`config.mk`:
```
export PLATFORM = sky130hd
export DESIGN_NAME = four_wave_oscillator_mixer_unit
export DESIGN_NICKNAME = d
export VERILOG_FILES = /design/src/rtl/fwom_pkg.sv /design/src/rtl/four_wave_oscillator_mixer_unit.sv /design/src/rtl/fwom_ctrl.sv /design/src/rtl/fwom_dp.sv
export SDC_FILE = /design/constraint.sdc
export NUM_CORES = 2
export LEC_CHECK = 0
export ABC_AREA = 0
export ABC_CLOCK_PERIOD_IN_PS = 8700
export CORE_MARGIN = 10
export CORE_UTILIZATION = 60
export CTS_BUF_LIST = sky130_fd_sc_hd__clkbuf_16
export DETAILED_ROUTE_END_ITERATION = 7
export DONT_BUFFER_PORTS = 1
export PLACE_DENSITY_LB_ADDON = 0.2
export SYNTH_ARGS = -nofsm -noshare
export SYNTH_HDL_FRONTEND = slang
export SYNTH_HIERARCHICAL = 1
export SYNTH_SLANG_ARGS = --single-unit
```
`constraint.sdc`:
```
create_clock -name clk_i -period 8.7 [get_ports clk_i]
set_clock_uncertainty 0.15 [all_clocks]
set_input_delay 0 -clock clk_i [delete_from_list [all_inputs] [get_ports clk_i]]
set_output_delay 0 -clock clk_i [all_outputs]
set_load 0.02 [all_outputs]
```
`src/rtl/fwom_pkg.sv`:
```
package fwom_pkg;

  localparam int unsigned CfgAddrW  = 3;
  localparam int unsigned DataW     = 32;
  localparam int unsigned LfsrW     = 23;
  localparam int unsigned QuoW      = 23;
  localparam int unsigned DivisorW  = 11;
  localparam int unsigned CntW      = 5;

  localparam logic [QuoW-1:0]     Dividend   = 23'd8386560;
  localparam logic [CntW-1:0]     DivLast    = 5'd22;
  localparam logic [15:0]         LevelCap   = 16'd65520;
  localparam logic [LfsrW-1:0]    LfsrSeed   = 23'h7FFFFF;
  localparam logic [11:0]         PwReset    = 12'h800;
  localparam logic [DataW-1:0]    FullLevel  = 32'h0FFF_0000;

  typedef enum logic [CfgAddrW-1:0] {
    CFG_WAVEFORM    = 3'd0,
    CFG_PHASE_STEP  = 3'd1,
    CFG_PHASE_OFFS  = 3'd2,
    CFG_PULSE_WIDTH = 3'd3,
    CFG_MIX_ENABLE  = 3'd4,
    CFG_AMP_STEP    = 3'd5
  } cfg_addr_e;

  typedef enum logic [1:0] {
    WAVE_TRIANGLE = 2'd0,
    WAVE_SAW      = 2'd1,
    WAVE_PULSE    = 2'd2,
    WAVE_NOISE    = 2'd3
  } wave_e;

  typedef struct packed {
    logic load;
    logic div_step;
    logic lvl_load;
    logic mul;
    logic out_load;
  } cmd_t;

  typedef struct packed {
    logic need_div;
    logic div_last;
    logic out_free;
  } sts_t;

endpackage

```
`src/rtl/four_wave_oscillator_mixer_unit.sv`:
```
// a beat is registered on input, then ST_MUL forms the product and ST_FIN loads the output
// register once it is free; a pulse beat that needs the level divide first passes ST_DIV (a
// bit-serial divider for 23 quotient bits) and ST_LVL (the level load) before ST_MUL
// a new beat is taken only once the previous result is in the output register, also while it waits there
// reset: asynchronous active-low rst_ni clears phase, amplitude and config,
// loads the noise register with all ones and the pulse width with 2048
module four_wave_oscillator_mixer_unit (
  input  logic                          clk_i,
  input  logic                          rst_ni,
  input  logic                          cfg_we_i,
  input  logic [fwom_pkg::CfgAddrW-1:0] cfg_addr_i,
  input  logic [fwom_pkg::DataW-1:0]    cfg_wdata_i,
  input  logic                          s_axis_tvalid,
  output logic                          s_axis_tready,
  input  logic [63:0]                   s_axis_tdata,  // start_amplitude, existing_sample
  input  logic                          s_axis_tuser,  // block_start
  output logic                          m_axis_tvalid,
  input  logic                          m_axis_tready,
  output logic [fwom_pkg::DataW-1:0]    m_axis_tdata   // sample
);
  import fwom_pkg::*;

  cmd_t cmd;
  sts_t sts;

  fwom_ctrl u_ctrl (
    .clk_i      (clk_i),
    .rst_ni     (rst_ni),
    .in_valid_i (s_axis_tvalid),
    .in_ready_o (s_axis_tready),
    .sts_i      (sts),
    .cmd_o      (cmd)
  );

  fwom_dp u_dp (
    .clk_i         (clk_i),
    .rst_ni        (rst_ni),
    .cfg_we_i      (cfg_we_i),
    .cfg_addr_i    (cfg_addr_i),
    .cfg_wdata_i   (cfg_wdata_i),
    .block_start_i (s_axis_tuser),
    .start_amp_i   (s_axis_tdata[31:0]),
    .exist_i       (s_axis_tdata[63:32]),
    .out_ready_i   (m_axis_tready),
    .out_valid_o   (m_axis_tvalid),
    .out_data_o    (m_axis_tdata),
    .cmd_i         (cmd),
    .sts_o         (sts)
  );

endmodule

```
`src/rtl/fwom_ctrl.sv`:
```
module fwom_ctrl (
  input  logic          clk_i,
  input  logic          rst_ni,
  input  logic          in_valid_i,
  output logic          in_ready_o,
  input  fwom_pkg::sts_t sts_i,
  output fwom_pkg::cmd_t cmd_o
);
  import fwom_pkg::*;

  typedef enum logic [2:0] {
    ST_IDLE,
    ST_DIV,
    ST_LVL,
    ST_MUL,
    ST_FIN
  } state_e;

  state_e state_q;
  logic   ready_q;
  logic   load;

  assign load       = in_valid_i && ready_q;
  assign in_ready_o = ready_q;

  always_comb begin
    cmd_o          = '0;
    cmd_o.load     = load;
    cmd_o.div_step = (state_q == ST_DIV);
    cmd_o.lvl_load = (state_q == ST_LVL);
    cmd_o.mul      = (state_q == ST_MUL);
    cmd_o.out_load = (state_q == ST_FIN) && sts_i.out_free;
  end

  always_ff @(posedge clk_i or negedge rst_ni) begin
    if (!rst_ni) begin
      state_q <= ST_IDLE;
      ready_q <= 1'b1;
    end else begin
      case (state_q)
        ST_IDLE: begin
          if (load) begin
            ready_q <= 1'b0;
            state_q <= sts_i.need_div ? ST_DIV : ST_MUL;
          end
        end
        ST_DIV: begin
          if (sts_i.div_last) begin
            state_q <= ST_LVL;
          end
        end
        ST_LVL: begin
          state_q <= ST_MUL;
        end
        ST_MUL: begin
          state_q <= ST_FIN;
        end
        ST_FIN: begin
          if (sts_i.out_free) begin
            state_q <= ST_IDLE;
            ready_q <= 1'b1;
          end
        end
        default: begin
          state_q <= ST_IDLE;
          ready_q <= 1'b1;
        end
      endcase
    end
  end

endmodule

```
`src/rtl/fwom_dp.sv`:
```
module fwom_dp (
  input  logic                            clk_i,
  input  logic                            rst_ni,
  input  logic                            cfg_we_i,
  input  logic [fwom_pkg::CfgAddrW-1:0]   cfg_addr_i,
  input  logic [fwom_pkg::DataW-1:0]      cfg_wdata_i,
  input  logic                            block_start_i,
  input  logic [fwom_pkg::DataW-1:0]      start_amp_i,
  input  logic [fwom_pkg::DataW-1:0]      exist_i,
  input  logic                            out_ready_i,
  output logic                            out_valid_o,
  output logic [fwom_pkg::DataW-1:0]      out_data_o,
  input  fwom_pkg::cmd_t                  cmd_i,
  output fwom_pkg::sts_t                  sts_o
);
  import fwom_pkg::*;

  // configuration
  logic [1:0]       wave_q;
  logic [DataW-1:0] step_q;
  logic [DataW-1:0] offs_q;
  logic [11:0]      pw_q;
  logic             mix_q;
  logic [DataW-1:0] astep_q;

  // oscillator state
  logic [DataW-1:0] phase_q;
  logic [LfsrW-1:0] lfsr_q;
  logic [DataW-1:0] amp_q;

  // per-beat work registers
  logic [DataW-1:0]    exist_q;
  logic [DataW-1:0]    raw_q;
  logic [DataW-1:0]    prod_q;
  logic [DivisorW-1:0] rem_q;
  logic [QuoW-1:0]     quo_q;
  logic [CntW-1:0]     cnt_q;
  logic [DivisorW-1:0] dvs_q;
  logic                out_valid_q;
  logic [DataW-1:0]    out_data_q;

  logic [DataW-1:0]    phase_next;
  logic [DataW-1:0]    offs_phase;
  logic [11:0]         idx;
  logic [11:0]         tri_val;
  logic                lfsr_clk;
  logic [LfsrW-1:0]    lfsr_new;
  logic [11:0]         taps;
  logic [32:0]         m_sum;
  logic [12:0]         m_raw;
  logic [12:0]         m_val;
  logic [12:0]         pw_ext;
  logic [12:0]         pw_a;
  logic [12:0]         pw_b;
  logic [12:0]         pw_dist;
  logic                silent;
  logic                high;
  logic                need_div;
  logic [DataW-1:0]    raw_sel;
  logic [11:0]         trial;
  logic                ge;
  logic [11:0]         diff;
  logic signed [63:0]  prod;
  logic                sat;

  assign phase_next = phase_q + step_q;
  assign offs_phase = phase_q + offs_q;
  assign idx        = offs_phase[31:20];
  assign tri_val    = {idx[10:0] ^ {11{idx[11]}}, 1'b0};

  assign lfsr_clk = !phase_q[19] && phase_next[19];
  assign lfsr_new = lfsr_clk ? {lfsr_q[21:0], lfsr_q[22] ^ lfsr_q[17]} : lfsr_q;
  assign taps = {lfsr_new[20], lfsr_new[18], lfsr_new[14], lfsr_new[11],
                 lfsr_new[9], lfsr_new[5], lfsr_new[2], lfsr_new[0], 4'b0000};

  // pulse width clamp against the phase step
  assign m_sum  = {1'b0, step_q} + 33'h0_0008_0000;
  assign m_raw  = m_sum[32:20];
  assign m_val  = (m_raw == 13'd0) ? 13'd1 : m_raw;
  assign pw_ext = {1'b0, pw_q};
  assign pw_a   = (pw_ext < m_val) ? m_val : pw_ext;

  always_comb begin
    pw_b = pw_a;
    if ((pw_a <= 13'd4095) && ((13'd4095 - pw_a) < m_val)) begin
      pw_b = 13'd4095 - m_val;
    end
  end

  assign pw_dist  = (pw_b <= 13'd2048) ? pw_b : (13'd4095 - pw_b);
  assign silent   = (pw_q == 12'd0) || (pw_q == 12'hFFF);
  assign high     = ({1'b0, phase_q[31:20]} < pw_b);
  assign need_div = (wave_q == WAVE_PULSE) && !silent && high && (pw_b != 13'd0)
                    && (pw_b < 13'd4095) && (pw_dist < 13'd2048);

  always_comb begin
    case (wave_e'(wave_q))
      WAVE_TRIANGLE: raw_sel = {1'b0, tri_val, 19'd0};
      WAVE_SAW:      raw_sel = {1'b0, idx, 19'd0};
      WAVE_NOISE:    raw_sel = {1'b0, taps, 19'd0};
      WAVE_PULSE: begin
        if (silent || !high || need_div) begin
          raw_sel = '0;
        end else begin
          raw_sel = FullLevel;
        end
      end
      default:       raw_sel = '0;
    endcase
  end

  // restoring divider, one quotient bit a cycle
  assign trial = {rem_q, quo_q[QuoW-1]};
  assign ge    = (trial >= {1'b0, dvs_q});
  assign diff  = trial - {1'b0, dvs_q};

  assign prod = $signed(raw_q) * $signed(amp_q);
  assign sat  = (raw_q == 32'h8000_0000) && (amp_q == 32'h8000_0000);

  assign sts_o.need_div = need_div;
  assign sts_o.div_last = (cnt_q == DivLast);
  assign sts_o.out_free = !out_valid_q || out_ready_i;

  assign out_valid_o = out_valid_q;
  assign out_data_o  = out_data_q;

  always_ff @(posedge clk_i or negedge rst_ni) begin
    if (!rst_ni) begin
      wave_q  <= WAVE_TRIANGLE;
      step_q  <= '0;
      offs_q  <= '0;
      pw_q    <= PwReset;
      mix_q   <= 1'b0;
      astep_q <= '0;
    end else if (cfg_we_i) begin
      case (cfg_addr_i)
        CFG_WAVEFORM:    wave_q  <= cfg_wdata_i[1:0];
        CFG_PHASE_STEP:  step_q  <= cfg_wdata_i;
        CFG_PHASE_OFFS:  offs_q  <= cfg_wdata_i;
        CFG_PULSE_WIDTH: pw_q    <= cfg_wdata_i[11:0];
        CFG_MIX_ENABLE:  mix_q   <= cfg_wdata_i[0];
        CFG_AMP_STEP:    astep_q <= cfg_wdata_i;
        default: ;
      endcase
    end
  end

  always_ff @(posedge clk_i or negedge rst_ni) begin
    if (!rst_ni) begin
      phase_q     <= '0;
      lfsr_q      <= LfsrSeed;
      amp_q       <= '0;
      out_valid_q <= 1'b0;
    end else begin
      if (cmd_i.load) begin
        phase_q <= phase_next;
        if (wave_q == WAVE_NOISE) begin
          lfsr_q <= lfsr_new;
        end
        if (block_start_i) begin
          amp_q <= start_amp_i;
        end
      end
      if (cmd_i.mul && mix_q) begin
        amp_q <= amp_q + astep_q;
      end
      if (cmd_i.out_load) begin
        out_valid_q <= 1'b1;
      end else if (out_ready_i) begin
        out_valid_q <= 1'b0;
      end
    end
  end

  always_ff @(posedge clk_i) begin
    if (cmd_i.load) begin
      exist_q <= exist_i;
      raw_q   <= raw_sel;
      dvs_q   <= pw_dist[DivisorW-1:0];
      quo_q   <= Dividend;
      rem_q   <= '0;
      cnt_q   <= '0;
    end
    if (cmd_i.div_step) begin
      rem_q <= ge ? diff[DivisorW-1:0] : trial[DivisorW-1:0];
      quo_q <= {quo_q[QuoW-2:0], ge};
      cnt_q <= cnt_q + 1'b1;
    end
    if (cmd_i.lvl_load) begin
      raw_q <= {(quo_q > {7'd0, LevelCap}) ? LevelCap : quo_q[15:0], 16'd0};
    end
    if (cmd_i.mul) begin
      prod_q <= sat ? 32'h7FFF_FFFF : prod[62:31];
    end
    if (cmd_i.out_load) begin
      out_data_q <= mix_q ? (prod_q + exist_q) : raw_q;
    end
  end

endmodule
```
# Word level (Yosys, flattened, before mapping)
# Cells that the tools add are included.
[totals]
ff_bits = 381
elab_cells = 137
[op_classes]
muxes = 31
n_reduce_logical = 42
eq_ne = 19
order_cmp = 9
mul = 1
bitwise = 3
addsub = 10
[ops]
columns = ["op", "n"]
rows = [
  ["2-to-1 mux 32 bit", 6],
  ["adder 32 bit", 4],
  ["case mux 32 bit (4 select lines)", 1],
  ["equality test 32 bit (second input constant)", 2],
  ["multiplier 32 x 32 -> 63 bit", 1],
  ["2-to-1 mux 13 bit", 4],
  ["2-to-1 mux 23 bit", 2],
  ["subtractor 12 x 13 -> 13 bit (first input constant)", 3],
  ["adder 32 x 20 -> 33 bit (second input constant)", 1],
  ["2-to-1 mux 11 bit", 3],
  ["2-to-1 mux 28 bit", 1],
  ["<= comparator 13 x 12 -> 1 bit (second input constant)", 2],
  ["< comparator 12 x 13 -> 1 bit", 2],
  ["< comparator 13 x 12 -> 1 bit (second input constant)", 2],
  ["greater-than comparator 23 x 16 -> 1 bit (second input constant)", 1],
  ["2-to-1 mux 21 bit", 1],
  ["2-to-1 mux 16 bit", 1],
  ["AND reduction 2 bit", 8],
  ["case mux 3 bit (5 select lines)", 1],
  ["zero test 13 bit", 1],
  ["< comparator 13 bit", 1],
  ["nonzero test 13 bit", 1],
  ["equality test 12 bit (second input constant)", 1],
  ["equality test 3 x 2 -> 1 bit (second input constant)", 4],
  ["other kinds (26)", 61],
]

# Depth between registers and ports, before layout
[depth]
word_depth = 19
depth_mapped = 36
mapped_depth_nobuf = 32

# By module
# The synthesis kept the hierarchy.
[by_module_without_submodules]
columns = ["module", "seq_area_each_um2", "instances", "cells_each", "area_per_inst_um2"]
rows = [
  ["fwom_dp", 9874.5, 1, 4165, 42084.1],
  ["fwom_ctrl", 101.3, 1, 22, 224.0],
]

# Least setup slack after synthesis
# No wires, ideal clock.
[synth_timing]
path_type = "register to register"
start = "register u_dp.raw_q[31]"
end = "register u_dp.prod_q[30], data pin"
synth_period_minus_slack_ps = 8445
t_arrival_ps = 8028
slack_ps = 255
setup_time_ps = 268
required_time_ps = 8282
stages_incl_launch_ff = 31
path_cell_list = "edfxtp_1 -> clkbuf_1 -> nand2_1 -> inv_1 -> fa_1 -> fa_1 -> fa_1 -> inv_1 -> fa_1 -> inv_1 -> fa_1 -> inv_1 -> fa_1 -> inv_1 -> fa_1 -> inv_1 -> fa_1 -> inv_1 -> ha_1 -> a21o_1 -> a21o_1 -> a21oi_1 -> o21ai_0 -> a22o_1 -> a311oi_1 -> a221oi_1 -> a211oi_1 -> o21ai_0 -> a21oi_1 -> xor2_1 -> nand2_1"
[synth_between]
elab_chain_cells = 2
[synth_lines]
columns = ["item", "line_no", "source"]
rows = [
  ["from (decl)", "fwom_dp.sv:33", "logic [DataW-1:0] raw_q;"],
  ["from (signal assigned)", "fwom_dp.sv:178", "raw_q <= raw_sel;"],
  ["from (signal assigned)", "fwom_dp.sv:190", "raw_q <= {(quo_q > {7'd0, LevelCap}) ? LevelCap : quo_q[15:0], 16'd0};"],
  ["parallel branches: the longest is 2 deep, another holds multiplier 32 x 32 -> 63 bit", "--", ""],
  ["to (signal assigned)", "fwom_dp.sv:193", "prod_q <= sat ? 32'h7FFF_FFFF : prod[62:31];"],
  ["to (decl)", "fwom_dp.sv:34", "logic [DataW-1:0] prod_q;"],
]
# Parallel ways; which one is timed is not known.
# A chain may end at the register's enable or synchronous reset.

# Final worst setup path
[layout_timing]
start = "register u_dp.raw_q[31]"
end = "register u_dp.prod_q[31], data pin"
# The elaborated chain is that of the path after synthesis.

==> summary.txt <==
Floorplanning
  • Core Region: 0.0700 mm2
  • Die width: 286 um
  • Starting Density: 0.604
  • Cell Rows: 97
  • Io pins: 139
  • Die area: 0.0815 mm2
  • DIE HEIGHT: 286 um

Setup path
  • CP Data Arrival Time: 8.57 ns
  • Crit-path max FO: 8
  • Startpoint types: flop
  • Critical path type: flop to flop
  • CP Data Required Time: 8.89 ns
  • Crit end category: flop
  • Cell mode on critical path: fa_1
  • CP peak stage delay: 0.60 ns
  • Crit-path slowest cell: fa_2

Cells and area
  • Ratio of cells with drive above 1 in the final layout: 0.116
  • Most common cell after layout, fill and taps aside: inv_1
  • Final core occ: 0.677
  • Most frequent cells in the layout: inv_1, fa_1, nand2_1, ha_1, and2_1
  • Area Growth Syn to Fin: 12.1%
  • Final net count: 5419
  • Design Area, Final: 0.0474 mm2

Place
  • Placed cell area: 0.0443 mm2
  • Setup WS pre-CTS: 0.00432 ns
  • Port buffer count: 0
  • Routability cong.: 0.953
  • DP HPWL: 86700 um

GRT
  • Largest net degree at the start of global routing: 204
  • Vias in the first global route: 31700
  • GRT Util Overall: 0.271
  • First-pass GRT wire length: 175000 um
  • Initial antenna violation count: 13
  • Global route overflow: 0

Timing
  • Max frequency: 0.119 GHz
  • Final Setup Violations: 0
  • Fin crit share: 0.963
  • Final Max Tran Viols: 0
  • Worst setup margin: 0.324 ns
  • Hold_ws: -0.0778 ns
  • Endpoints failing hold: 4
  • Post-layout min period: 8.38 ns
  • Setup total negative slack: 0 ns
  • Slew of the pin with the lowest slew margin: 1.14 ns
  • Slew headroom: 0.241

Logic synthesis
  • Ys Warns: 6
  • Sequential cell area fraction in the yosys report: 0.236
  • Synth top area cells: fa_1, edfxtp_1, dfrtp_1
  • Cell taking the most area after synthesis: fa_1
  • Synth Area per Inst: 10.1 um2
  • Yosys cell types: 97
  • Mapped cell area: 0.0423 mm2
  • Syn_nets: 5217
  • Area share of the largest cell type after synthesis: 0.290
  • Post-synth top flop: dfrtp_1
  • Gate count of the mapped netlist: 4187
  • Synth async-reset ratio: 0.556
  • Number of synthesized flops with an enable pin: 162
  • #FFs+latches synth: 365

Detailed routing
  • Drt initial violations: 1992
  • Antenna viol nets, final: 0
  • Routed vias: 30400
  • DRC viols: 0
  • Drt pass-1 iters: 6
  • Per-cell routed wire length: 20.4 um
  • Final WL: 109000 um
  • Vias per cell: 5.66

CTS
  • Clk buf depth: 3
  • Clock latency at the later pin of the worst-skew pair: 0.60 ns
  • CTS buffer count: 43
  • H-Tree Depth: 2
  • Worst-path clk slew: 0.06 ns
  • CTS tree: built
  • Root buffer cell: clkbuf_16
  • TritonCTS Sinks: 365

Run
  • Max-cap viol count: 0

Run status
  • Outcome: finished with violations
  • Failing checks: hold timing

Min path
  • Min-Delay Path Class: input port to async pin
[per-layer routing]
metal	part of all wire	vias up	global-route usage
met5	0.00075	-	0
met3	0.061	220	0.0415
met2	0.50	916	0.466
met4	0.034	14	0.0908
met1	0.41	15300	0.348
li1	-	14000	-
[timing repair]
| action | in CTS | in global routing |
|---|---|---|
| resized for setup | 1 | 28 |
| buffers inserted | 0 | 8 |
| hold buffers | 157 | 0 |
| pin swaps | 0 | 10 |
| endpoints found under the hold margin | 408 | 0 |
| setup endpoints to repair | 1 | 8 |
[logic make-up after synthesis]
| logic type | share of synthesized area |
|---|---|
| adder cells (fa/ha/maj) | 0.382 |
| AND/OR/NAND/NOR | 0.131 |
| multiplexers | 0.0618 |
| AO/OA/AOI/OAI | 0.0756 |
| flip-flops | 0.236 |
| buffers and inverters | 0.0813 |
| XOR/XNOR | 0.0325 |
[cell usage after synthesis (all sizes together), types with 6 or more instances]
library cell,instances
inv,732
fa,612
nand2,460
ha,313
and2,198
mux2,184
dfrtp,178
edfxtp,162
nor2,142
clkbuf,139
a21oi,122
xnor2,109
o21ai,103
mux2i,54
nand2b,52
a21o,49
nor3,48
xor2,48
nand3,38
nor2b,36
nand4,32
buf,31
nor4,27
o21a,27
dfstp,25
a211oi,23
and3,21
or3,21
a31oi,15
o21bai,13
a21boi,11
a31o,9
o31ai,9
nor3b,8
or2,8
a311oi,7
nand3b,7
o211ai,7
o22ai,6
[sequential cells by signal, indices dropped and copies added (netlist names), 11 cells and up]
signal,flops
u_dp/out_data_o,32
u_dp/astep_q,32
u_dp/offs_q,32
u_dp/rem_q,11
u_dp/step_q,32
u_dp/amp_q,32
u_dp/exist_q,32
u_dp/lfsr_q,23
u_dp/raw_q,16
u_dp/prod_q,32
u_dp/dvs_q,11
u_dp/phase_q,32
u_dp/pw_q,12
u_dp/quo_q,23
[cell type report]
type | count | area (um2)
antenna | 7 | 17.5
timing repair buffer | 327 | 3100
fill | 5401 | 22600
sequential | 365 | 9980
inverter | 732 | 2760
clock inverter | 35 | 279
multi-input combinational | 2920 | 29000
clock buffer | 44 | 1100
tap | 940 | 1180
[stage by stage]
step,cells,hold slack (ns)
3_5_place_dp,5119,-0.418
2_1_floorplan,4187,-0.446
5_1_grt,5368,0.0446
6_report,5370,-0.0778
3_3_place_gp,5119,-0.418
4_1_cts,5355,0.0133
[critical path: cells and delay by family (launching register included)]
family / cells / cell delay (ns)
flops: 1 / 0.46
fa+ha+maj: 9 / 4.42
buf+inv: 9 / 1.09
simple gates: 5 / 0.79
compound gates: 7 / 1.22
[worst paths after layout]
| kind | startpoint | to | slack (ns) | cells after the start |
|---|---|---|---|---|
| max | u_dp/raw_q[31]$_SDFFCE_PN0P_ | u_dp/prod_q[31]$_SDFFCE_PP0P_ | 0.32 | 30 |
| min | rst_ni | u_ctrl/state_q[0]$_DFFE_PN0P_ | -0.08 | 2 |
| max reg2reg | u_dp/raw_q[31]$_SDFFCE_PN0P_ | u_dp/prod_q[31]$_SDFFCE_PP0P_ | 0.32 | 30 |
| min reg2reg | u_dp/step_q[6]$_DFFE_PN0P_ | u_dp/step_q[6]$_DFFE_PN0P_ | 0.36 | 1 |
| max in group asynchronous | rst_ni | u_dp/amp_q[10]$_DFFE_PN0P_ | 7.49 | 2 |
| min in group clk_i | cfg_wdata_i[13] | u_dp/step_q[13]$_DFFE_PN0P_ | 0.04 | 2 |
Power is not shown: default switching activity piles up to over one toggle a cycle in this logic, so the estimate is an artifact.
